<file path="config.mk">
export PLATFORM = sky130hd
export DESIGN_NAME = tsfm_jobq
export DESIGN_NICKNAME = d
export VERILOG_FILES = /design/src/rtl/assert_macros.svh /design/src/rtl/tsfm_pkg.sv /design/src/rtl/tsfm_jobq.sv
export SDC_FILE = /design/constraint.sdc
export NUM_CORES = 1
export LEC_CHECK = 0
export BUFFER_PORTS_ARGS = -buffer_cell sky130_fd_sc_hd__buf_4
export CORE_UTILIZATION = 46
export CTS_BUF_LIST = sky130_fd_sc_hd__clkbuf_4
export DETAILED_ROUTE_END_ITERATION = 7
export PLACE_DENSITY = 0.67
export SETUP_SLACK_MARGIN = 0.3
export SLEW_MARGIN = 20
export SYNTH_ARGS = -nofsm -noshare
export SYNTH_HDL_FRONTEND = slang
export SYNTH_SLANG_ARGS = --single-unit
</file>
<file path="constraint.sdc">
create_clock -name clk_i -period 8.2 [get_ports clk_i]
set_input_delay 1.23 -clock clk_i [delete_from_list [all_inputs] [get_ports clk_i]]
set_output_delay 1.23 -clock clk_i [all_outputs]
set_load 0.01 [all_outputs]
</file>
<file path="src/rtl/assert_macros.svh">
// Assertion macros used by the back end (tsfm_back).
`ifndef ASSERT_MACROS_SVH
`define ASSERT_MACROS_SVH
// Check a property on every rising clock edge outside reset.
`define ASSERT_CLK(label, prop, msg) \
  label: assert property (@(posedge clk_i) disable iff (!rst_ni) (prop)) else $error(msg);
// Check that a condition never holds outside reset.
`define ASSERT_NEVER(label, cond, msg) \
  `ASSERT_CLK(label, !(cond), msg)
`endif

</file>
<file path="src/rtl/tsfm_pkg.sv">
// Shared types and constants of the timeline to source frame mapper.
package tsfm_pkg;
  localparam int MARKER_SLOTS = 64;
  localparam int IDX_W = (MARKER_SLOTS > 1) ? $clog2(MARKER_SLOTS) : 1;
  localparam int FILL_W = $clog2(MARKER_SLOTS + 1);
  localparam int FRAME_W = 24;
  localparam int FPS_W = 18;
  localparam int RATE_W = 14;
  localparam int COUNT_W = 16;
  localparam int MILLI = 1000;
  localparam int ADJ_W = FRAME_W + 1;
  localparam int RS_W = RATE_W + FPS_W;
  localparam int NUM_W = ADJ_W + RS_W;
  localparam int DEN_W = FPS_W + 10;
  localparam int JOBQ_DEPTH = 2;

  typedef enum logic [1:0] {
    CMD_QUERY  = 2'd0,
    CMD_APPEND = 2'd1,
    CMD_CLEAR  = 2'd2,
    CMD_NOP    = 2'd3
  } cmd_e;

  typedef enum logic [1:0] {
    ST_OK    = 2'd0,
    ST_FULL  = 2'd1,
    ST_ORDER = 2'd2
  } status_e;

  typedef enum logic [2:0] {
    CFG_CLIP_START   = 3'd0,
    CFG_CLIP_DUR     = 3'd1,
    CFG_SRC_IN       = 3'd2,
    CFG_SRC_DUR      = 3'd3,
    CFG_SRC_FPS      = 3'd4,
    CFG_TL_FPS       = 3'd5,
    CFG_PLAY_RATE    = 3'd6
  } cfg_idx_e;

  typedef enum logic [2:0] {
    BK_IDLE,
    BK_SEARCH,
    BK_CMP,
    BK_CUM,
    BK_MUL,
    BK_DIV,
    BK_DONE
  } back_state_e;

  typedef struct packed {
    logic [FRAME_W-1:0] clip_start;
    logic [FRAME_W-1:0] clip_dur;
    logic [FRAME_W-1:0] src_in;
    logic [FRAME_W-1:0] src_dur;
    logic [FPS_W-1:0]   src_fps;
    logic [FPS_W-1:0]   tl_fps;
    logic [RATE_W-1:0]  play_rate;
  } cfg_t;

  typedef struct packed {
    logic [1:0]         cmd;
    logic [FRAME_W-1:0] timeline_frame;
    logic [FRAME_W-1:0] marker_frame;
    logic [COUNT_W-1:0] marker_count;
    logic               marker_duplicate;
  } in_item_t;

  typedef struct packed {
    logic [FRAME_W-1:0] source_frame;
    logic [1:0]         status;
  } out_item_t;

  typedef struct packed {
    cmd_e               op;
    logic [FRAME_W-1:0] local_frame;
    logic [FRAME_W-1:0] probe;
    logic [FRAME_W-1:0] mframe;
    logic [COUNT_W-1:0] mcount;
    logic               mdup;
  } job_t;
endpackage

</file>
<file path="src/rtl/tsfm_jobq.sv">
// Short job queue between the front end and the back end.
module tsfm_jobq import tsfm_pkg::*; (
  input  logic clk_i,
  input  logic rst_ni,
  input  logic wr_i,
  input  job_t wdata_i,
  output logic full_o,
  input  logic rd_i,
  output job_t rdata_o,
  output logic empty_o
);
  localparam int PTR_W = $clog2(JOBQ_DEPTH);
  localparam int CNT_W = $clog2(JOBQ_DEPTH + 1);

  job_t              slots_q [JOBQ_DEPTH];
  logic [PTR_W-1:0]  wptr_q, rptr_q;
  logic [CNT_W-1:0]  cnt_q;

  assign full_o  = (cnt_q == CNT_W'(JOBQ_DEPTH));
  assign empty_o = (cnt_q == '0);
  assign rdata_o = slots_q[rptr_q];

  always_ff @(posedge clk_i) begin
    if (wr_i) slots_q[wptr_q] <= wdata_i;
  end

  always_ff @(posedge clk_i or negedge rst_ni) begin
    if (!rst_ni) begin
      wptr_q <= '0;
      rptr_q <= '0;
      cnt_q  <= '0;
    end else begin
      if (wr_i) wptr_q <= (wptr_q == PTR_W'(JOBQ_DEPTH - 1)) ? '0 : wptr_q + PTR_W'(1);
      if (rd_i) rptr_q <= (rptr_q == PTR_W'(JOBQ_DEPTH - 1)) ? '0 : rptr_q + PTR_W'(1);
      if (wr_i && !rd_i) cnt_q <= cnt_q + CNT_W'(1);
      else if (rd_i && !wr_i) cnt_q <= cnt_q - CNT_W'(1);
    end
  end
endmodule

</file>
==> parameters.txt <==
Parameter                              Value

Route
  Wire length per cell    17.1 um
  Post-route DRC    0
  Via density per instance    4.87
  Drt pass-1 iters    6
  Iteration-0 DRC count of the detailed router    182
  Number of nets with antenna violations after routing    0
  Routed vias    3,411
  WL final    12.0 mm

STA
  Unrepaired setup endpoints after global routing    no
  Post-route clock period utilization    47.5%
  Slew margin rel.    44.7%
  Worst Clk Skew    13.2 ps
  Achievable frequency    257 MHz
  Final sum of negative setup slack    0 ps
  Final Hold Vio Count    0
  Final count of pins violating max slew    0
  Slew at the pin closest to its max-slew limit    829 ps
  Total of endpoints with negative setup slack in the final report    0
  Crit path time final    3900 ps

CTS
  Number of hold buffers added after CTS    0
  Clock root buffer    clkbuf_4
  Clock tree buffer depth    2
  Register clock-pin slew on the reported worst setup and hold paths    140 ps
  CTS tree    yes
  Clock network latency to the later pin of the worst-skew pair    550 ps
  CTS H-tree depth    4
  PostCTS Resize Cnt    0
  Clock buffers created by TritonCTS    17
  Clock Sink Count    186
  Buffer count from post-CTS setup fixing    0

Floorplanning
  Core footprint    15,200 um2
  Initial Util    47.1%
  Die area    16,100 um2
  Standard-cell rows    45
  IO Pins    188
  Vertical extent of the die    127 um
  Die width    127 um

Synth
  Post-synth ARST share    2.15%
  Cell count after synthesis    299
  Predominant post-synthesis flop cell    edfxtp_1
  Number of enable-type register cells in the synthesized netlist    182
  Register bit total from synthesis    186
  Area leader, netlist    edfxtp_1
  Post-synthesis net count    395
  Synthesized area divided by synthesized cell count    23.9 um2
  Area contributors post-synth    edfxtp_1 (76%), mux2_4 (17%), buf_12 (2.2%), mux2_2 (1.7%), dfrtp_1 (1.4%)
  Leading cell types by count after synthesis    edfxtp_1 (182), mux2_4 (80), mux2_2 (11), buf_12 (8)
  Most numerous cell in the Yosys netlist    edfxtp_1
  Netlist area before placement    7150 um2
  Synth warn    0
  Proportion of synthesized chip area in sequential cells    77.8%
  Fraction of synthesized cell area taken by the top area cell type    76.4%
  Count of distinct cell types in the synthesized netlist    14

Global route
  Tot GR Track Use    15.5%
  Pin count of the biggest net entering global routing    65
  Number of antenna violations at the first check in global routing    0
  Remaining Overflow, GRT    0
  Wire length of the first global-routing pass    18.4 mm
  Via count of the first global-routing pass    3,530

Critical path
  Critical path capture point type    output pin
  Data arrival time of the critical path    2670 ps
  Slowest CP cell    dfrtp_4
  Classification of the worst setup path    flip-flop to output pin
  Flop2flop setup slack    6050 ps
  Required time worst endpoint    6970 ps
  Critical path peak fanout    64
  Cells along the critical path    buf_6, mux2_2, buf_4
  Critical path's largest stage delay    800 ps
  Startpoint kind of the worst setup timing path    flip-flop

Flow run
  MaxCap Viol Count    0

Pwr
  IR drop worst, VDD    205 uV
  Areal power density over the cells    324 nW/um2
  Total power    2.92 mW
  Static leakage    3.60 nW

Placement
  Count of input and output buffers    187
  Hpwl dp    7.67 mm
  RePlAce Congestion    0.660
  Cell Area, Placed    8650 um2

Layout
  Number of antenna diodes    0
  Relative area change from synthesis to final layout    26.0%
  Share of layout cells above drive strength 1    61.9%
  Final standard cell area without fillers    9010 um2
  Nets    595
  Fill cells    1,141

Outcome
  Run status    finished, final reports clean

Hold path
  Hold WC Path Type    input pin to asynchronous set/reset pin
worst max-delay path: cells and delay by family (launching register included):
| kind | cells | cell delay (ps) |
|---|---|---|
| buffers and inverters | 2 | 860 |
| DFF | 1 | 800 |
| muxes | 1 | 410 |
layout make-up:
type                            instances  area, um2  share of cell area, %
Clock inverter                         14        196                   2.18
Sequential cell                       186       5570                   61.8
Timing Repair Buffer                  191       1460                   16.2
Inverter                                1       3.75                 0.0416
Multi-Input combinational cell        102       1420                   15.7
Tap cell                              188        235                   2.61
Clock buffer                           18        135                   1.50
final timing paths:
path | end | cells after the start | from
min in group clk_i | cnt_q[1]$_DFFE_PN0P_ | 1 | cnt_q[1]$_DFFE_PN0P_
hold reg to reg | cnt_q[1]$_DFFE_PN0P_ | 1 | cnt_q[1]$_DFFE_PN0P_
hold / removal | cnt_q[1]$_DFFE_PN0P_ | 1 | rst_ni
setup reg to reg | slots_q[0][30]$_DFFE_PP_ | 3 | wptr_q$_DFFE_PN0P_
max in group asynchronous | rptr_q$_DFFE_PN0P_ | 1 | rst_ni
setup / recovery | rdata_o[70] | 3 | rptr_q$_DFFE_PN0P_
per-stage QoR:
| stage | cells | worst slack [ps] | hold slack, ps | util [%] |
|---|---|---|---|---|
| 2_1_floorplan | 299 | 2450 | 455 | - |
| 3_3_place_gp | 667 | 4600 | 474 | 56.9 |
| 3_5_place_dp | 667 | 4570 | 478 | 56.9 |
| 4_1_cts | 699 | 3920 | 385 | 59.1 |
| 5_1_grt | 700 | 4110 | 365 | 59.3 |
| 6_report | 700 | 4300 | 444 | 59.3 |
cell usage in the layout (no fill, tap or decap), types with 3 or more instances in the layout:
| cell | n |
|---|---|
| xor2_1 | 4 |
| mux2_2 | 11 |
| edfxtp_1 | 182 |
| clkinvlp_4 | 3 |
| bufinv_16 | 4 |
| clkbuf_4 | 18 |
| mux2_4 | 80 |
| dfrtp_1 | 3 |
| clkinv_4 | 4 |
| buf_4 | 189 |
state kept, by name (all words and copies together), names as in the netlist:
signal   count
cnt_q        2
rptr_q       1
slots_q    182
wptr_q       1
cell families (layout without fill, tap and decap cells):
group	Yosys count	after routing	share of synthesized area (%)
xor gates and xnor gates	5	5	0.612
adders and majority gates	1	1	0.175
buffers and inverters	11	224	2.52
DFF	186	186	77.8
muxes	91	91	18.5
and+or+nand+nor	5	5	0.367
report_power, final:
group          switching, mW  internal (mW)
Combinational          0.439          0.590
Sequential            0.0849           1.26
Clock                  0.303          0.247
layer usage:
metal	wire length [um]	vias up	part of all wire, %	GRT usage (%)
li1	-	1579	-	-
met2	5690	134	48	24.3
met4	211	0	1.8	6.65
met5	0	-	0	0
met1	5140	1684	43	19.0
met3	941	14	7.9	6.45
(Power assumes the default switching activity.)
