## src/rtl/assert_macros.svh

```systemverilog
// Assertion macros used by the back end (tsfm_back).
`ifndef ASSERT_MACROS_SVH
`define ASSERT_MACROS_SVH
// Check a property on every rising clock edge outside reset.
`define ASSERT_CLK(label, prop, msg) \
  label: assert property (@(posedge clk_i) disable iff (!rst_ni) (prop)) else $error(msg);
// Check that a condition never holds outside reset.
`define ASSERT_NEVER(label, cond, msg) \
  `ASSERT_CLK(label, !(cond), msg)
`endif

```

## src/rtl/tsfm_pkg.sv

```systemverilog
// Shared types and constants of the timeline to source frame mapper.
package tsfm_pkg;
  localparam int MARKER_SLOTS = 64;
  localparam int IDX_W = (MARKER_SLOTS > 1) ? $clog2(MARKER_SLOTS) : 1;
  localparam int FILL_W = $clog2(MARKER_SLOTS + 1);
  localparam int FRAME_W = 24;
  localparam int FPS_W = 18;
  localparam int RATE_W = 14;
  localparam int COUNT_W = 16;
  localparam int MILLI = 1000;
  localparam int ADJ_W = FRAME_W + 1;
  localparam int RS_W = RATE_W + FPS_W;
  localparam int NUM_W = ADJ_W + RS_W;
  localparam int DEN_W = FPS_W + 10;
  localparam int JOBQ_DEPTH = 2;

  typedef enum logic [1:0] {
    CMD_QUERY  = 2'd0,
    CMD_APPEND = 2'd1,
    CMD_CLEAR  = 2'd2,
    CMD_NOP    = 2'd3
  } cmd_e;

  typedef enum logic [1:0] {
    ST_OK    = 2'd0,
    ST_FULL  = 2'd1,
    ST_ORDER = 2'd2
  } status_e;

  typedef enum logic [2:0] {
    CFG_CLIP_START   = 3'd0,
    CFG_CLIP_DUR     = 3'd1,
    CFG_SRC_IN       = 3'd2,
    CFG_SRC_DUR      = 3'd3,
    CFG_SRC_FPS      = 3'd4,
    CFG_TL_FPS       = 3'd5,
    CFG_PLAY_RATE    = 3'd6
  } cfg_idx_e;

  typedef enum logic [2:0] {
    BK_IDLE,
    BK_SEARCH,
    BK_CMP,
    BK_CUM,
    BK_MUL,
    BK_DIV,
    BK_DONE
  } back_state_e;

  typedef struct packed {
    logic [FRAME_W-1:0] clip_start;
    logic [FRAME_W-1:0] clip_dur;
    logic [FRAME_W-1:0] src_in;
    logic [FRAME_W-1:0] src_dur;
    logic [FPS_W-1:0]   src_fps;
    logic [FPS_W-1:0]   tl_fps;
    logic [RATE_W-1:0]  play_rate;
  } cfg_t;

  typedef struct packed {
    logic [1:0]         cmd;
    logic [FRAME_W-1:0] timeline_frame;
    logic [FRAME_W-1:0] marker_frame;
    logic [COUNT_W-1:0] marker_count;
    logic               marker_duplicate;
  } in_item_t;

  typedef struct packed {
    logic [FRAME_W-1:0] source_frame;
    logic [1:0]         status;
  } out_item_t;

  typedef struct packed {
    cmd_e               op;
    logic [FRAME_W-1:0] local_frame;
    logic [FRAME_W-1:0] probe;
    logic [FRAME_W-1:0] mframe;
    logic [COUNT_W-1:0] mcount;
    logic               mdup;
  } job_t;
endpackage

```

## src/rtl/tsfm_front.sv

```systemverilog
// Front end: decodes the command and clamps the query position into the clip.
module tsfm_front import tsfm_pkg::*; (
  input  in_item_t           in_i,
  input  logic               push_i,
  input  logic [FRAME_W-1:0] clip_start_i,
  input  logic [FRAME_W-1:0] clip_dur_i,
  input  logic               q_full_i,
  output logic               q_wr_o,
  output job_t               job_o
);
  logic [FRAME_W-1:0] rel, max_local, local_frame;

  always_comb begin
    rel = (in_i.timeline_frame > clip_start_i) ? (in_i.timeline_frame - clip_start_i)
                                               : '0;
    max_local = (clip_dur_i != '0) ? (clip_dur_i - FRAME_W'(1)) : '0;
    local_frame = (rel > max_local) ? max_local : rel;
  end

  always_comb begin
    job_o.op = cmd_e'(in_i.cmd);
    job_o.local_frame = local_frame;
    job_o.probe = clip_start_i + local_frame;
    job_o.mframe = in_i.marker_frame;
    job_o.mcount = (in_i.marker_count == '0) ? COUNT_W'(1) : in_i.marker_count;
    job_o.mdup = in_i.marker_duplicate;
  end

  assign q_wr_o = push_i && !q_full_i;
endmodule

```

## config.mk

```make
export PLATFORM = sky130hd
export DESIGN_NAME = tsfm_front
export DESIGN_NICKNAME = d
export VERILOG_FILES = /design/src/rtl/assert_macros.svh /design/src/rtl/tsfm_pkg.sv /design/src/rtl/tsfm_front.sv
export SDC_FILE = /design/constraint.sdc
export NUM_CORES = 1
export LEC_CHECK = 0
export BUFFER_PORTS_ARGS = -buffer_cell sky130_fd_sc_hd__buf_2
export CAP_MARGIN = 20
export CORE_UTILIZATION = 35
export DETAILED_ROUTE_END_ITERATION = 7
export GPL_ROUTABILITY_DRIVEN = 0
export PLACE_DENSITY_LB_ADDON = 0.05
export RECOVER_POWER = 100
export SYNTH_ARGS = -nofsm -noshare
export SYNTH_HDL_FRONTEND = slang
export SYNTH_SLANG_ARGS = --single-unit
```

## constraint.sdc

```tcl
create_clock -name vclk -period 9.3
set_input_delay 1.86 -clock vclk [all_inputs]
set_output_delay 1.86 -clock vclk [all_outputs]
set_load 0.005 [all_outputs]
```

==> results of run 1 <==
[cell type report]
class / count / area [um2]
timing repair buffer: 445 / 3010
fill: 1012 / 3900
tap: 143 / 179
inverter: 41 / 161
antenna: 1 / 2.50
multi-input combinational: 530 / 4370
[power by group through the flow]
stage	sequential, mW	clock (mW)	combinational [mW]
2_1_floorplan	0	0	0.383
3_3_place_gp	0	0	0.746
4_1_cts	0	0	0.851
3_5_place_dp	0	0	0.757
6_report	0	0.0000000144	0.918
5_1_grt	0	0.0000000144	0.993
[path summary, 6_finish.rpt]
path / from / end / slack (ns) / depth (start not counted)
worst max-delay path: clip_start_i[0] / job_o[64] / -0.34 / 34
worst min-delay path: in_i[27] / job_o[27] / 3.72 / 0
[layout by cell type (no fill, tap or decap), drive strengths merged, types with 13 or more instances in the layout]
master / n
ha: 73
nand4: 15
nor2: 50
nor4: 13
nand3: 15
inv: 41
and2: 18
a21oi: 44
o21ai: 40
a21o: 18
xnor2: 31
buf: 434
xor2: 21
nand2: 67
[stage by stage]
stage	hold slack (ns)	instance area [um2]
3_3_place_gp	3.72	6790
2_1_floorplan	3.75	4310
3_5_place_dp	3.72	6790
5_1_grt	3.72	7720
6_report	3.72	7720
4_1_cts	3.72	7330
[cells in the mapped netlist (3+ instances only)]
cell type | instances | area, um2
ha_1 | 73 | 913
nand2_1 | 67 | 251
nor2_1 | 49 | 184
a21oi_1 | 44 | 220
inv_1 | 40 | 150
o21ai_0 | 38 | 190
xnor2_1 | 31 | 272
clkbuf_1 | 29 | 109
buf_4 | 27 | 203
xor2_1 | 21 | 184
a21o_1 | 18 | 135
and2_1 | 18 | 113
nand3_1 | 15 | 75.1
nand4_1 | 15 | 93.8
nor4_1 | 12 | 75.1
nor3_1 | 10 | 50.1
o21a_1 | 10 | 75.1
and3_1 | 7 | 43.8
nor2b_1 | 7 | 43.8
o21bai_1 | 6 | 45.0
a211oi_1 | 4 | 30.0
a21boi_0 | 4 | 30.0
a31o_2 | 4 | 35.0
a41oi_1 | 4 | 35.0
nand2b_1 | 4 | 25.0
o2111ai_1 | 4 | 35.0
o22ai_1 | 4 | 25.0
o31ai_1 | 4 | 30.0
or3_1 | 4 | 25.0
nand3b_1 | 3 | 22.5
o211ai_1 | 3 | 22.5
o221ai_1 | 3 | 26.3
o31a_1 | 3 | 26.3
[timing repair]
action	CTS	global route
endpoints found under the setup margin	18	18
buffers inserted	31	17
gates resized for setup	79	61
gates cloned	1	0
hold buffers	0	0
pin swaps	59	62
[routing by layer]
metal / up-vias / GRT usage [%] / part of all wire (%)
met2: 203 / 53.3 / 52
met4: 0 / 7.73 / 3.4
met3: 46 / 1.52 / 3.9
met1: 2836 / 30.3 / 40
met5: - / 0 / 0
li1: 3029 / - / -
[cells by family (layout without fill, tap and decap cells)]
group                      count (synthesis)  after routing  synth area share (%)
buffers and inverters                     98            486                  11.3
adders and majority gates                 75             75                  22.5
xor gates and xnor gates                  53             53                  11.3
other                                      0              1                     0
muxes                                      1              1                 0.266
and+or+nand+nor                          226            226                  26.9
AOI/OAI and AO/OA                        175            175                  27.8
==> run_results.csv, run 1 <==
group,metric,value,unit
status,status,"finished, violations left",
status,violations,"design-rule violations, negative setup slack",
yosys,synth_fp_nets,820,
power,switching_share,46.5,%
worst_setup_path,crit_top_cell,"buf_4",
finish,area_growth_syn_to_layout,82.3,%
floorplan,die_height,112,um
yosys,synthDistinctLibCells,66,
detailed_routing,drc,12,
floorplan,core_area,11600,um2
floorplan,rows,39,
grt,grt_max_degree,16,
finish,layout.nets,1210,
sta,finalHoldViolations,0,
detailed_routing,vias,6114,
sta,fin_crit,9.64,ns
worst_setup_path,path_class,"primary input to output pin",
detailed_routing,wl,17.7,mm
floorplan,initial_utilization,36.4,%
min_path,hp-class,"primary input to output pin",
sta,max_freq,0.104,GHz
floorplan,die_area,12500,um2
worst_setup_path,critPathMaxStageDelay,0.42,ns
yosys,ys_seq_area_share,0,%
sta,drv_slew,0,
worst_setup_path,critPathTopFamily,"compound AO/OA/AOI/OAI gates",
place,portBuffers,155,
power,combPwrFrac,100.0,%
worst_setup_path,worst-path-max-fanout,5,
detailed_routing,viasPerCell,5.27,
yosys,yosysWarnings,0,
power,seqPwrFrac,0,%
floorplan,die_x,112,um
worst_setup_path,cp_num_buf_inv,8,
sta,setup_viol_count_final,14,
power,power.total,0.918,mW
sta,rsz0062_at_grt,"yes",
finish,seq_area,0,um2
finish,layout-drive-gt1-share,53.5,%
power,ir_drop,0.101,mV
grt,grt-ovfl-total,0,
sta,min_period_over_period,104,%
power,powerDensity,119,nW/um2
power,p_leak,4.09,nW
sta,fin_ws,-0.340,ns
detailed_routing,antenna_left,0,
yosys,synth_cells,628,
grt,grt_pass1_wl,28.0,mm
finish,clock_buffers,0,
detailed_routing,drt_iter0_drc,282,
worst_setup_path,start_kind,"primary input",
job,drv_cap,0,
grt,track_usage,26.8,%
yosys,synth_area,4230,um2
place,place_inst,1116,
floorplan,pin_count,209,
sta,slew-limit-headroom,70.4,%
finish,utilization,66.5,%
yosys,synth.avg_cell_area,6.74,um2
detailed_routing,routedWlPerCell,15.3,um
power,switchingPower,0.426,mW
place,dp_slack,-0.905,ns
worst_setup_path,cpMaxStageDelayCell,"a311oi_4",
worst_setup_path,worst-endpoint-required,7.44,ns
place,dp_hpwl,14.4,mm
finish,fin_cells,1160,
sta,setup_tns,-2.29,ns
worst_setup_path,critPathArrivalTime,7.78,ns
grt,grt_pass1_vias,6183,
detailed_routing,firstDrtPassIters,7,
sta,tightest_slew,0.439,ns
finish,nFlopsAndLatches,0,
grt,antenna_found_initial,1,
power,p_int,0.491,mW
worst_setup_path,cp-end-kind,"output pin",
power,power_frac_clock,0,%
No activity file was read; power rests on OpenSTA's default activity.
==> inputs of run 2 (changes only) <==
- TNS_END_PERCENT: unset -> 1
==> run_results.csv, run 2 (synthesized netlist as in run 1, its figures left out) <==
group,metric,value,unit
status,status,"finished, violations left",
status,violations,"design-rule violations, negative setup slack",
worst_setup_path,cp-end-kind,"output pin",
worst_setup_path,start_kind,"primary input",
detailed_routing,top_layer,"met4",
finish,layout_commonest_cell,"buf_4",
detailed_routing,wl_met1,6.92,mm
worst_setup_path,worst-endpoint-required,7.44,ns
power,switchingPower,0.404,mW
finish,nFillCells,1037,
worst_setup_path,worst-path-max-fanout,8,
worst_setup_path,crit_top_cell,"buf_4",
sta,setup_viol_count_final,12,
finish,nFlopsAndLatches,0,
sta,min_period_over_period,105,%
finish,area_growth_syn_to_layout,78.2,%
floorplan,core_area,11600,um2
sta,max_freq,0.103,GHz
job,drv_cap,0,
power,p_int,0.464,mW
place,dpl_cell_area,6790,um2
place,portBuffers,155,
worst_setup_path,path_class,"primary input to output pin",
grt,grt-ovfl-total,0,
power,switching_share,46.5,%
finish,layout.nets,1198,
sta,slew-limit-headroom,67.2,%
detailed_routing,routedWlPerCell,14.9,um
sta,rsz0062_at_grt,"yes",
floorplan,initial_utilization,36.4,%
grt,grt_pass1_wl,27.2,mm
finish,mostFrequentLayoutCells,"buf_4, buf_2, nand2_1, ha_1, nor2_1",
finish,multi_input_area,4290,um2
power,powerDensity,115,nW/um2
floorplan,die_x,112,um
grt,antenna_found_initial,1,
floorplan,die_height,112,um
detailed_routing,antenna_left,0,
floorplan,rows,39,
detailed_routing,met2RoutedLength,8.86,mm
grt,track_usage,26.1,%
detailed_routing,drc,12,
worst_setup_path,critPathMaxStageDelay,0.46,ns
detailed_routing,firstDrtPassIters,7,
detailed_routing,met3_length,726,um
min_path,hp-class,"primary input to output pin",
sta,finalHoldViolations,0,
sta,drv_slew,0,
grt,grt_max_degree,16,
worst_setup_path,cpMaxStageDelayCell,"a2111o_1",
power,ir_drop,0.0980,mV
detailed_routing,viasPerCell,5.25,
power,power.total,0.869,mW
sta,fin_crit,9.73,ns
power,power_frac_clock,0,%
power,seqPwrFrac,0,%
finish,layout-drive-gt1-share,51.6,%
worst_setup_path,critPathArrivalTime,7.87,ns
detailed_routing,drt_iter0_drc,246,
place,dp_slack,-0.905,ns
finish,seq_area,0,um2
grt,grt_pass1_vias,6075,
finish,clock_buffers,0,
floorplan,die_area,12500,um2
power,p_leak,4.01,nW
clock_network,cts_hold_buf,0,
power,combPwrFrac,100.0,%
sta,fin_ws,-0.433,ns
detailed_routing,wl,17.1,mm
floorplan,pin_count,209,
sta,tightest_slew,0.486,ns
sta,setup_tns,-2.40,ns
detailed_routing,vias,6023,
place,dp_hpwl,14.4,mm
finish,design_area,7540,um2
finish,utilization,65.0,%
## run 2: cell count changes in the layout (fill, tap and decap cells not counted), sizes merged
cell and delta:
buf -12
## run 2: cell type report
cell class                      count  share of cell area (%)
Antenna cell                        1                  0.0332
Inverter                           41                    2.14
Multi-Input combinational cell    530                    56.9
Timing Repair Buffer              433                    38.6
Tap cell                          143                    2.37
## run 2: critical path, delay by kind of cell
kind,cells,cell delay (ns)
compound gates,12,2.74
xor+xnor,2,0.41
fa+ha+maj,3,0.75
buf+inv,11,1.45
simple gates,6,0.63
## run 2: repair_timing
item,in CTS,in global routing
gates resized for setup,55,62
pin swaps,45,52
setup endpoints to repair,18,18
setup buffers,22,9
endpoints found under the hold margin,0,0
gates cloned,1,0
## run 2: worst paths after layout
kind,from,to,cells past startpoint
worst max-delay path,clip_start_i[6],job_o[64],34
worst min-delay path,in_i[27],job_o[27],0
## run 2: layer usage
metal / up-vias / global-route usage, %
met1: 2775 / 30.0
met3: 45 / 1.36
met5: - / 0
met4: 0 / 7.64
li1: 3005 / -
met2: 198 / 51.3
## run 2: power groups by stage
stage                  clock, mW  sequential (mW)  combinational (mW)
floorplan                      0                0               0.383
global placement               0                0               0.746
detailed placement             0                0               0.757
CTS                            0                0               0.816
global route        0.0000000144                0               0.946
finish              0.0000000144                0               0.869
## run 2: metrics by stage
stage,instances,hold slack [ns]
after floorplan,628,3.75
after global placement,1116,3.72
after detailed placement,1116,3.72
after CTS,1139,3.72
after global routing,1148,3.72
final,1148,3.72
